File: src/hdl/hapd_pkg.sv
// Shared types, constants and helper functions of the hex-ASCII packet decoder.
`default_nettype none

package hapd_pkg;

  localparam int CFG_IDX_W  = 2;
  localparam int CFG_DATA_W = 16;
  localparam int SAMPLE_W   = 12;

  localparam logic [7:0]  END_CHAR_RST = 8'h24;
  localparam logic [15:0] CRC_POLY_RST = 16'hA001;

  localparam logic [6:0] CHAR_SAT     = 7'd127;
  localparam logic [6:0] MIN_LEN      = 7'd11;
  localparam logic [6:0] TAIL_LEN     = 7'd4;
  localparam logic [6:0] HDR_NIBBLES  = 7'd6;
  // A legal length is 10 plus a multiple of 6, so its count modulo 6 is 4.
  localparam logic [2:0] LEN_MOD_OK   = 3'd4;
  localparam logic [2:0] MOD6_TOP     = 3'd5;
  localparam logic [1:0] VALUE_PHASE_LAST = 2'd2;

  typedef enum logic [CFG_IDX_W-1:0] {
    REG_END_CHAR = 2'd0,
    REG_CRC_POLY = 2'd1
  } cfg_reg_e;

  typedef enum logic [2:0] {
    STAT_OK       = 3'd0,
    STAT_SHORT    = 3'd1,
    STAT_BAD_LEN  = 3'd2,
    STAT_CRC      = 3'd3,
    STAT_OVERFLOW = 3'd4
  } status_e;

  typedef enum logic [1:0] {
    ST_IDLE,
    ST_EMIT,
    ST_READ
  } drain_state_e;

  typedef struct packed {
    logic       is_end;
    status_e    status;
    logic [7:0] sensor_id;
    logic [7:0] sensor_time;
    logic [7:0] packet_number;
  } pkt_info_t;

  function automatic logic [3:0] to_nibble(input logic [7:0] c);
    logic [7:0] v;
    v = c;
    if (v > 8'd64) begin
      v = v - 8'd7;
    end
    v = v - 8'd48;
    return v[3:0];
  endfunction

  function automatic logic [15:0] crc_byte(input logic [15:0] crc, input logic [7:0] c,
                                           input logic [15:0] poly);
    logic [15:0] r;
    r = crc ^ {8'h00, c};
    for (int i = 0; i < 8; i++) begin
      r = r[0] ? ((r >> 1) ^ poly) : (r >> 1);
    end
    return r;
  endfunction

endpackage

`default_nettype wire

File: src/hdl/hapd_value_mem.sv
// Synchronous value store: one write port, one read port with registered data.
`default_nettype none

module hapd_value_mem import hapd_pkg::*; #(
  parameter int Depth = 32,
  localparam int AddrW = (Depth > 1) ? $clog2(Depth) : 1
) (
  input  wire logic                clk_i,
  input  wire logic                wr_en_i,
  input  wire logic [AddrW-1:0]    wr_addr_i,
  input  wire logic [SAMPLE_W-1:0] wr_data_i,
  input  wire logic                rd_en_i,
  input  wire logic [AddrW-1:0]    rd_addr_i,
  output logic      [SAMPLE_W-1:0] rd_data_o
);

  logic [SAMPLE_W-1:0] mem_q [Depth];
  logic [SAMPLE_W-1:0] rd_data_q;

  always_ff @(posedge clk_i) begin
    if (wr_en_i) begin
      mem_q[wr_addr_i] <= wr_data_i;
    end
  end

  always_ff @(posedge clk_i) begin
    if (rd_en_i) begin
      rd_data_q <= mem_q[rd_addr_i];
    end
  end

  assign rd_data_o = rd_data_q;

endmodule

`default_nettype wire

File: src/hdl/hapd_parser.sv
// Character front end: delay line, CRC, header and value assembly, end-of-packet checks.
`default_nettype none

module hapd_parser import hapd_pkg::*; #(
  parameter int MaxValues = 32,
  localparam int AddrW = (MaxValues > 1) ? $clog2(MaxValues) : 1,
  localparam int VcntW = $clog2(MaxValues + 1)
) (
  input  wire logic                  clk_i,
  input  wire logic                  rst_ni,
  input  wire logic                  cfg_we_i,
  input  wire logic [CFG_IDX_W-1:0]  cfg_idx_i,
  input  wire logic [CFG_DATA_W-1:0] cfg_wdata_i,
  input  wire logic                  byte_take_i,
  input  wire logic [7:0]            rx_byte_i,
  output pkt_info_t                  info_o,
  output logic      [VcntW-1:0]      value_count_o,
  output logic                       wr_en_o,
  output logic      [AddrW-1:0]      wr_addr_o,
  output logic      [SAMPLE_W-1:0]   wr_data_o
);

  localparam logic [VcntW-1:0] VcntMax = VcntW'(MaxValues);

  logic [7:0]          end_char_q;
  logic [15:0]         crc_poly_q;

  logic [6:0]          char_count_q, char_count_d;
  logic [2:0]          mod6_q, mod6_d;
  logic [7:0]          tail_q [4];
  logic [7:0]          tail_d [4];
  logic [15:0]         crc_q, crc_d;
  logic [7:0]          hdr_q [3];
  logic [7:0]          hdr_d [3];
  logic [SAMPLE_W-1:0] acc_q, acc_d;
  logic [1:0]          phase_q, phase_d;
  logic [VcntW-1:0]    vcnt_q, vcnt_d;
  logic                ovf_q, ovf_d;

  logic                is_end;
  logic [6:0]          pos;
  logic [3:0]          nib;
  logic [SAMPLE_W-1:0] acc_next;
  logic [15:0]         tail_crc;

  always_ff @(posedge clk_i or negedge rst_ni) begin
    if (!rst_ni) begin
      end_char_q <= END_CHAR_RST;
      crc_poly_q <= CRC_POLY_RST;
    end else if (cfg_we_i) begin
      case (cfg_reg_e'(cfg_idx_i))
        REG_END_CHAR: end_char_q <= cfg_wdata_i[7:0];
        REG_CRC_POLY: crc_poly_q <= cfg_wdata_i;
        default: ;
      endcase
    end
  end

  assign is_end   = (rx_byte_i == end_char_q);
  assign pos      = char_count_q - TAIL_LEN;
  assign nib      = to_nibble(tail_q[0]);
  assign acc_next = {acc_q[SAMPLE_W-5:0], nib};
  assign tail_crc = {to_nibble(tail_q[0]), to_nibble(tail_q[1]),
                     to_nibble(tail_q[2]), to_nibble(tail_q[3])};

  always_comb begin
    char_count_d = char_count_q;
    mod6_d       = mod6_q;
    tail_d       = tail_q;
    crc_d        = crc_q;
    hdr_d        = hdr_q;
    acc_d        = acc_q;
    phase_d      = phase_q;
    vcnt_d       = vcnt_q;
    ovf_d        = ovf_q;
    wr_en_o      = 1'b0;
    if (byte_take_i && is_end) begin
      // The packet is over whatever its status: start the next one clean.
      char_count_d = '0;
      mod6_d       = '0;
      tail_d       = '{default: '0};
      crc_d        = '0;
      hdr_d        = '{default: '0};
      acc_d        = '0;
      phase_d      = '0;
      vcnt_d       = '0;
      ovf_d        = 1'b0;
    end else if (byte_take_i) begin
      tail_d[0] = tail_q[1];
      tail_d[1] = tail_q[2];
      tail_d[2] = tail_q[3];
      tail_d[3] = rx_byte_i;
      if (char_count_q != CHAR_SAT) begin
        char_count_d = char_count_q + 7'd1;
        mod6_d       = (mod6_q == MOD6_TOP) ? 3'd0 : mod6_q + 3'd1;
      end
      if (char_count_q >= TAIL_LEN) begin
        crc_d = crc_byte(crc_q, tail_q[0], crc_poly_q);
        if (pos < HDR_NIBBLES) begin
          if (pos[0]) begin
            hdr_d[pos[2:1]] = {hdr_q[pos[2:1]][7:4], nib};
          end else begin
            hdr_d[pos[2:1]] = {nib, hdr_q[pos[2:1]][3:0]};
          end
        end else if (phase_q == VALUE_PHASE_LAST) begin
          acc_d   = '0;
          phase_d = '0;
          if (vcnt_q < VcntMax) begin
            wr_en_o = 1'b1;
            vcnt_d  = vcnt_q + VcntW'(1);
          end else begin
            ovf_d = 1'b1;
          end
        end else begin
          acc_d   = acc_next;
          phase_d = phase_q + 2'd1;
        end
      end
    end
  end

  assign wr_addr_o = vcnt_q[AddrW-1:0];
  assign wr_data_o = acc_next;

  always_ff @(posedge clk_i or negedge rst_ni) begin
    if (!rst_ni) begin
      char_count_q <= '0;
      mod6_q       <= '0;
      tail_q       <= '{default: '0};
      crc_q        <= '0;
      hdr_q        <= '{default: '0};
      acc_q        <= '0;
      phase_q      <= '0;
      vcnt_q       <= '0;
      ovf_q        <= 1'b0;
    end else begin
      char_count_q <= char_count_d;
      mod6_q       <= mod6_d;
      tail_q       <= tail_d;
      crc_q        <= crc_d;
      hdr_q        <= hdr_d;
      acc_q        <= acc_d;
      phase_q      <= phase_d;
      vcnt_q       <= vcnt_d;
      ovf_q        <= ovf_d;
    end
  end

  always_comb begin
    info_o.is_end        = is_end;
    info_o.sensor_id     = hdr_q[0];
    info_o.sensor_time   = hdr_q[1];
    info_o.packet_number = hdr_q[2];
    if (char_count_q == CHAR_SAT) begin
      info_o.status = STAT_OVERFLOW;
    end else if (char_count_q < MIN_LEN) begin
      info_o.status = STAT_SHORT;
    end else if (mod6_q != LEN_MOD_OK) begin
      info_o.status = STAT_BAD_LEN;
    end else if (ovf_q) begin
      info_o.status = STAT_OVERFLOW;
    end else if (tail_crc != crc_q) begin
      info_o.status = STAT_CRC;
    end else begin
      info_o.status = STAT_OK;
    end
  end

  assign value_count_o = vcnt_q;

endmodule

`default_nettype wire

File: src/hdl/hex_ascii_packet_decoder_crc16.sv
// Hex-ASCII packet decoder with CRC-16 check: top level and result drain.
// A new byte may follow each cycle while the input is not stalled.
// An accepted end character loads its first result into the output register in the next cycle.
// Each value result, once the previous one is taken, is read from the store and then loaded.
// Input is stalled from the end character until its final result is taken.
// Reset clears control and packet state at once; the value store is not cleared.
`default_nettype none

module hex_ascii_packet_decoder_crc16 import hapd_pkg::*; #(
  parameter int MAX_VALUES = 32
) (
  input  wire logic                        clk_i,
  input  wire logic                        rst_ni,
  input  wire logic                        cfg_we_i,
  input  wire logic [CFG_IDX_W-1:0]        cfg_idx_i,
  input  wire logic [CFG_DATA_W-1:0]       cfg_wdata_i,
  input  wire logic                        in_valid_i,
  output logic                             in_stall_o,
  input  wire logic [7:0]                  rx_byte_i,
  output logic                             out_valid_o,
  input  wire logic                        out_stall_i,
  output logic                             kind_o,
  output logic      [2:0]                  status_o,
  output logic      [7:0]                  sensor_id_o,
  output logic      [7:0]                  sensor_time_o,
  output logic      [7:0]                  packet_number_o,
  output logic signed [SAMPLE_W-1:0]       sample_value_o,
  output logic                             last_o
);

  localparam int AddrW = (MAX_VALUES > 1) ? $clog2(MAX_VALUES) : 1;
  localparam int VcntW = $clog2(MAX_VALUES + 1);

  drain_state_e        state_q, state_d;
  logic                out_valid_q, out_valid_d;
  logic                kind_q, kind_d;
  status_e             status_q, status_d;
  logic [7:0]          id_q, id_d;
  logic [7:0]          tm_q, tm_d;
  logic [7:0]          pn_q, pn_d;
  logic signed [SAMPLE_W-1:0] sample_q, sample_d;
  logic                last_q, last_d;
  logic [VcntW-1:0]    total_q, total_d;
  logic [VcntW-1:0]    rd_idx_q, rd_idx_d;

  logic                in_take;
  logic                out_take;
  logic                rd_en;
  pkt_info_t           info;
  logic [VcntW-1:0]    value_count;
  logic                wr_en;
  logic [AddrW-1:0]    wr_addr;
  logic [SAMPLE_W-1:0] wr_data;
  logic [SAMPLE_W-1:0] rd_data;

  assign in_stall_o = (state_q != ST_IDLE);
  assign in_take    = in_valid_i && !in_stall_o;
  assign out_take   = out_valid_q && !out_stall_i;

  hapd_parser #(
    .MaxValues (MAX_VALUES)
  ) u_parser (
    .clk_i         (clk_i),
    .rst_ni        (rst_ni),
    .cfg_we_i      (cfg_we_i),
    .cfg_idx_i     (cfg_idx_i),
    .cfg_wdata_i   (cfg_wdata_i),
    .byte_take_i   (in_take),
    .rx_byte_i     (rx_byte_i),
    .info_o        (info),
    .value_count_o (value_count),
    .wr_en_o       (wr_en),
    .wr_addr_o     (wr_addr),
    .wr_data_o     (wr_data)
  );

  hapd_value_mem #(
    .Depth (MAX_VALUES)
  ) u_value_mem (
    .clk_i     (clk_i),
    .wr_en_i   (wr_en),
    .wr_addr_i (wr_addr),
    .wr_data_i (wr_data),
    .rd_en_i   (rd_en),
    .rd_addr_i (rd_idx_q[AddrW-1:0]),
    .rd_data_o (rd_data)
  );

  always_comb begin
    state_d     = state_q;
    out_valid_d = out_valid_q;
    kind_d      = kind_q;
    status_d    = status_q;
    id_d        = id_q;
    tm_d        = tm_q;
    pn_d        = pn_q;
    sample_d    = sample_q;
    last_d      = last_q;
    total_d     = total_q;
    rd_idx_d    = rd_idx_q;
    rd_en       = 1'b0;
    case (state_q)
      ST_IDLE: begin
        if (in_take && info.is_end) begin
          out_valid_d = 1'b1;
          kind_d      = 1'b0;
          status_d    = info.status;
          sample_d    = '0;
          rd_idx_d    = '0;
          state_d     = ST_EMIT;
          if (info.status == STAT_OK) begin
            id_d    = info.sensor_id;
            tm_d    = info.sensor_time;
            pn_d    = info.packet_number;
            last_d  = (value_count == '0);
            total_d = value_count;
          end else begin
            id_d    = '0;
            tm_d    = '0;
            pn_d    = '0;
            last_d  = 1'b1;
            total_d = '0;
          end
        end
      end
      ST_EMIT: begin
        if (out_take) begin
          out_valid_d = 1'b0;
          if (rd_idx_q != total_q) begin
            rd_en   = 1'b1;
            state_d = ST_READ;
          end else begin
            state_d = ST_IDLE;
          end
        end
      end
      ST_READ: begin
        out_valid_d = 1'b1;
        kind_d      = 1'b1;
        status_d    = STAT_OK;
        id_d        = '0;
        tm_d        = '0;
        pn_d        = '0;
        sample_d    = rd_data;
        last_d      = (VcntW'(rd_idx_q + 1'b1) == total_q);
        rd_idx_d    = VcntW'(rd_idx_q + 1'b1);
        state_d     = ST_EMIT;
      end
      default: begin
        state_d = ST_IDLE;
      end
    endcase
  end

  always_ff @(posedge clk_i or negedge rst_ni) begin
    if (!rst_ni) begin
      state_q     <= ST_IDLE;
      out_valid_q <= 1'b0;
      total_q     <= '0;
      rd_idx_q    <= '0;
    end else begin
      state_q     <= state_d;
      out_valid_q <= out_valid_d;
      total_q     <= total_d;
      rd_idx_q    <= rd_idx_d;
    end
  end

  always_ff @(posedge clk_i) begin
    kind_q   <= kind_d;
    status_q <= status_d;
    id_q     <= id_d;
    tm_q     <= tm_d;
    pn_q     <= pn_d;
    sample_q <= sample_d;
    last_q   <= last_d;
  end

  assign out_valid_o     = out_valid_q;
  assign kind_o          = kind_q;
  assign status_o        = status_q;
  assign sensor_id_o     = id_q;
  assign sensor_time_o   = tm_q;
  assign packet_number_o = pn_q;
  assign sample_value_o  = sample_q;
  assign last_o          = last_q;

  // No byte may enter while a result of the previous packet is still pending.
  assert property (@(posedge clk_i) disable iff (!rst_ni)
    in_take |-> !out_valid_q)
    else $error("byte accepted while a result is pending");

  // A store read is always followed by loading its value into the output register.
  assert property (@(posedge clk_i) disable iff (!rst_ni)
    rd_en |=> (state_q == ST_READ) && !out_valid_q)
    else $error("store read not followed by the load cycle");

  // Reads never go past the number of values captured for the packet.
  assert property (@(posedge clk_i) disable iff (!rst_ni)
    (state_q == ST_READ) |-> (rd_idx_q < total_q))
    else $error("value read beyond the captured count");

  // Taking the final result of a packet returns the drain to idle.
  assert property (@(posedge clk_i) disable iff (!rst_ni)
    (out_take && last_q) |=> (state_q == ST_IDLE))
    else $error("drain did not finish after the final result");

endmodule

`default_nettype wire

File: config.mk
export PLATFORM = sky130hd
export DESIGN_NAME = hex_ascii_packet_decoder_crc16
export DESIGN_NICKNAME = d
export VERILOG_FILES = /design/src/hdl/hapd_pkg.sv /design/src/hdl/hapd_value_mem.sv /design/src/hdl/hapd_parser.sv /design/src/hdl/hex_ascii_packet_decoder_crc16.sv
export SDC_FILE = /design/constraint.sdc
export NUM_CORES = 1
export LEC_CHECK = 0
export BUFFER_PORTS_ARGS = -buffer_cell sky130_fd_sc_hd__buf_4
export CORE_ASPECT_RATIO = 0.75
export CORE_MARGIN = 5
export CORE_UTILIZATION = 55
export CTS_CLUSTER_SIZE = 24
export DETAILED_ROUTE_END_ITERATION = 10
export PLACE_DENSITY_LB_ADDON = 0.15
export SYNTH_ARGS = -nofsm -noshare
export SYNTH_HDL_FRONTEND = slang
export SYNTH_SLANG_ARGS = --single-unit
File: constraint.sdc
create_clock -name clk_i -period 10.6 [get_ports clk_i]
set_clock_uncertainty 0.15 [all_clocks]
set_input_delay 3.18 -clock clk_i [delete_from_list [all_inputs] [get_ports clk_i]]
set_output_delay 3.18 -clock clk_i [all_outputs]
set_load 0.01 [all_outputs]
==> metrics.md <==
| Metric | Value |
|---|---|
| Status | `completed` |
| Post-route minimum period | `6250 ps` |
| Clock transition at the registers of the reported paths | `60 ps` |
| Largest net degree at the start of global routing | `75` |
| Slew HR | `0.236` |
| Diode count | `0` |
| Final hold viol count | `0` |
| Delay of the slowest critical-path stage | `940 ps` |
| Area growth syn-to-layout | `11.4%` |
| Dpl hpwl | `40000 um` |
| Clock sink count | `575` |
| Hold Crit Depth | `2` |
| Hold_ws | `326 ps` |
| Drt first pass iters | `8` |
| Final net count | `1863` |
| PwrDens | `165 mW/mm2` |
| CTS max path bufs | `3` |
| Num CTS Buffers | `54` |
| Leak | `0.0111 uW` |
| R2R Setup Slk | `5560 ps` |
| #FFs+latches synth | `575` |
| Final worst path period share | `0.590` |
| RR Startpoint | `u_parser.tail_q[24]` |
| Vias after detailed routing | `15348` |
| Met2 wire len | `25400 um` |
| Die outline height | `198 um` |
| Top cell by count, worst path | `nand2_1` |
| Fill cells | `3437` |
| Root buf cell | `clkbuf_16` |
| Critical path buffers and inverters | `1` |
| CP Launch Type | `primary input` |
| CTS tree | `done` |
| Met1 WL | `29100 um` |
| Stages on the worst setup path | `6` |
| Prevailing post-synth register cell | `edfxtp_1` |
| Syn_area_per_cell | `14.8 um2` |
| Later-pin clock latency in the skew report | `610 ps` |
| Multiplexer area fraction after synthesis | `0.127` |
| Share of layout cells above drive strength 1 | `0.208` |
| Core area | `0.0471 mm2` |
| Area of the die | `0.0517 mm2` |
| Top Family by Delay on Critical Path | `simple AND/OR/NAND/NOR gates` |
| Reg area | `0.0166 mm2` |
| Crit path DAT | `6340 ps` |
| GRT overflow | `0` |
| Max Used Layer | `met4` |
| Remaining antenna violation count | `0` |
| Fmax | `160 MHz` |
| Seq/Total Area, Yosys | `0.638` |
| Hold Path Class | `reg2reg` |
| Worst-Margin Slew | `1140 ps` |
| Total length of routed met3 wires | `7230 um` |
| Synth async-reset ratio | `0.240` |
| Syn_nets | `1808` |
| IO Port Bufs | `73` |
| Starting DRC count in detailed routing | `1907` |
| Post-Synth Simple-Gate Area | `0.0896` |
| H-tree depth | `2` |
| Hold path endpoint | `u_parser.info_o[18]` |
| Area of the multi-input gates | `0.00890 mm2` |
| CTS Hold Bufs | `0` |
| Postcts setup bufs | `0` |
| CP cell instances | `buf_4 -> nand2_1 -> or2_2 -> nor4_1 -> nand2_1 -> nor2_1` |
| Kind of critical path | `in2reg` |
| Rows | `69` |
| Setup TNS | `0 ps` |
| CP max-delay cell | `nor2_1` |
| WP data required | `10690 ps` |
| Synth top area share | `0.505` |
| Xor/xnor share of the synthesized area | `0.0656` |
| Starting density of the core | `0.552` |
| Crit end category | `register` |
| Gate Count Post-Synth | `1758` |
| Peak supply drop | `117 uV` |
| Wirelength, routed | `62800 um` |
| Number of synthesized flops with an enable pin | `437` |
| Area contributors post-synth | `edfxtp_1 (51%), dfrtp_1 (13%), mux4_2 (10%)` |
| Ports | `74` |
| Synth Area in Compound Gates | `0.0495` |
| Reg2reg end | `u_parser.crc_q[14]` |
| R2R depth | `12` |
| Yosys top cell by area | `edfxtp_1` |
| Syn. warnings | `0` |
| DRC viols | `0` |
| Crit-path max FO | `36` |
| Post-Synth Adder-Cell Area | `0.00915` |
| Endpoints failing setup | `0` |
| Initial antenna violation count | `2` |
| Post-synthesis cell area | `0.0260 mm2` |
| Global-route usage over all layers | `0.247` |
| Final Slew Violations | `0` |
| Drt wl/cell | `25.1 um` |
| Maxcap violations | `0` |
| Min-Delay Startpoint | `u_parser.info_o[18]` |
| Gpl congestion | `0.850` |
| Total Power | `4770 uW` |
| Vias per cell | `6.15` |
| Number of global-route vias before repair | `14677` |
| Global-route wire length before repair | `95500 um` |
| Yosys cell types | `80` |
| Largest family of logic cells by synthesized area | `multiplexers` |
| Die extent in x | `261 um` |
| Post_cts resized | `0` |
| RSZ-0062 raised after global routing | `false` |
-- layout by cell type (no fill, tap or decap), types with 13 or more instances in the layout --
master	count
ha_1	19
o21ai_0	56
nor2_1	89
a21oi_1	66
and2_1	45
nand3_1	63
mux2_2	36
o21ai_1	13
buf_4	93
clkbuf_16	56
xor2_1	40
nand2_1	224
edfxtp_1	437
inv_1	26
nand4_1	14
mux4_2	120
mux2i_1	17
xnor2_1	101
dfrtp_1	127
-- per-stage QoR --
stage | utilization | worst slack [ps] | area, um2 | instances
finish | 0.615 | 4350 | 28900 | 2497
global route | 0.615 | 4130 | 28900 | 2497
CTS | 0.615 | 4350 | 28900 | 2497
detailed placement | 0.576 | 3690 | 27100 | 2396
global placement | 0.576 | 3860 | 27100 | 2396
floorplan | - | 4680 | 26000 | 1758
-- worst min-delay path, stage by stage, from the launching register on --
cell and delay, ps:
dfrtp_1 330, nand2_1 40, o21ai_0 60
-- registers in the layout, indices dropped and copies added (netlist names), 6 cells and up --
name and cells:
u_parser.crc_q 16, sample_value_o 12, u_parser.char_count_q 7, u_parser.info_o 24, u_parser.crc_poly_q 16, packet_number_o 8, u_parser.end_char_q 8, sensor_time_o 8
u_parser.value_count_o 6, u_parser.tail_q 32, u_parser.acc_q 8, u_value_mem.mem_q 384, total_q 6, sensor_id_o 8, rd_idx_q 6, u_value_mem.rd_data_o 12
-- how the worst max path moves through the flow --
stage / slack [ps] / from / endpoint
after CTS: 4350 / in_valid_i / u_value_mem.mem_q[1][4]
after detailed placement: 3690 / in_valid_i / u_value_mem.mem_q[1][6]
after global routing: 4130 / in_valid_i / u_value_mem.mem_q[1][10]
after global placement: 3860 / in_valid_i / u_value_mem.mem_q[1][1]
after floorplan: 4680 / in_valid_i / u_value_mem.mem_q[31][0]
final: 4350 / in_valid_i / u_value_mem.mem_q[17][2]
-- metal layers --
metal | track usage | vias to the layer above
met4 | 0.0533 | 0
met5 | 0 | -
met3 | 0.0648 | 51
li1 | - | 6676
met2 | 0.326 | 803
met1 | 0.413 | 7818
-- logic make-up (layout without fill, tap and decap cells) --
| kind of cell | count (synthesis) | in the layout |
|---|---|---|
| adder cells (fa/ha/maj) | 19 | 19 |
| AND/OR/NAND/NOR | 503 | 503 |
| AO/OA/AOI/OAI | 201 | 201 |
| flip-flops | 575 | 575 |
| buffers and inverters | 122 | 222 |
| multiplexers | 174 | 174 |
| XOR/XNOR | 164 | 164 |
-- cell type report --
| type | count | share of cell area |
|---|---|---|
| Multi-Input combinational cell | 1061 | 0.308 |
| Timing Repair Buffer | 94 | 0.0245 |
| Clock inverter | 32 | 0.0131 |
| Tap cell | 639 | 0.0276 |
| Sequential cell | 575 | 0.573 |
| Clock buffer | 69 | 0.0504 |
| Inverter | 27 | 0.00350 |
-- Yosys cell counts, types with 6 or more instances --
cell type,instances
nor3_1,14
dfrtp_1,133
clkbuf_1,61
nor3b_1,6
mux2i_1,17
nor2_1,89
xnor3_1,11
and3_1,6
mux4_2,120
nor4_1,7
o21ai_1,13
a31oi_1,7
xor2_1,40
o21ai_0,56
nand3_1,63
inv_1,27
mux2_2,36
a21oi_1,66
nand2_1,224
ha_1,19
nand4_1,14
and2_1,45
buf_1,13
a211oi_1,8
edfxtp_1,437
buf_2,8
xnor2_1,104
nand2b_1,11
buf_6,9
-- power breakdown --
group,internal [uW],total (uW),switching (uW)
combinational,139,299,160
sequential,2420,2470,48.5
clock,1150,2000,852
(Power assumes the default switching activity.)
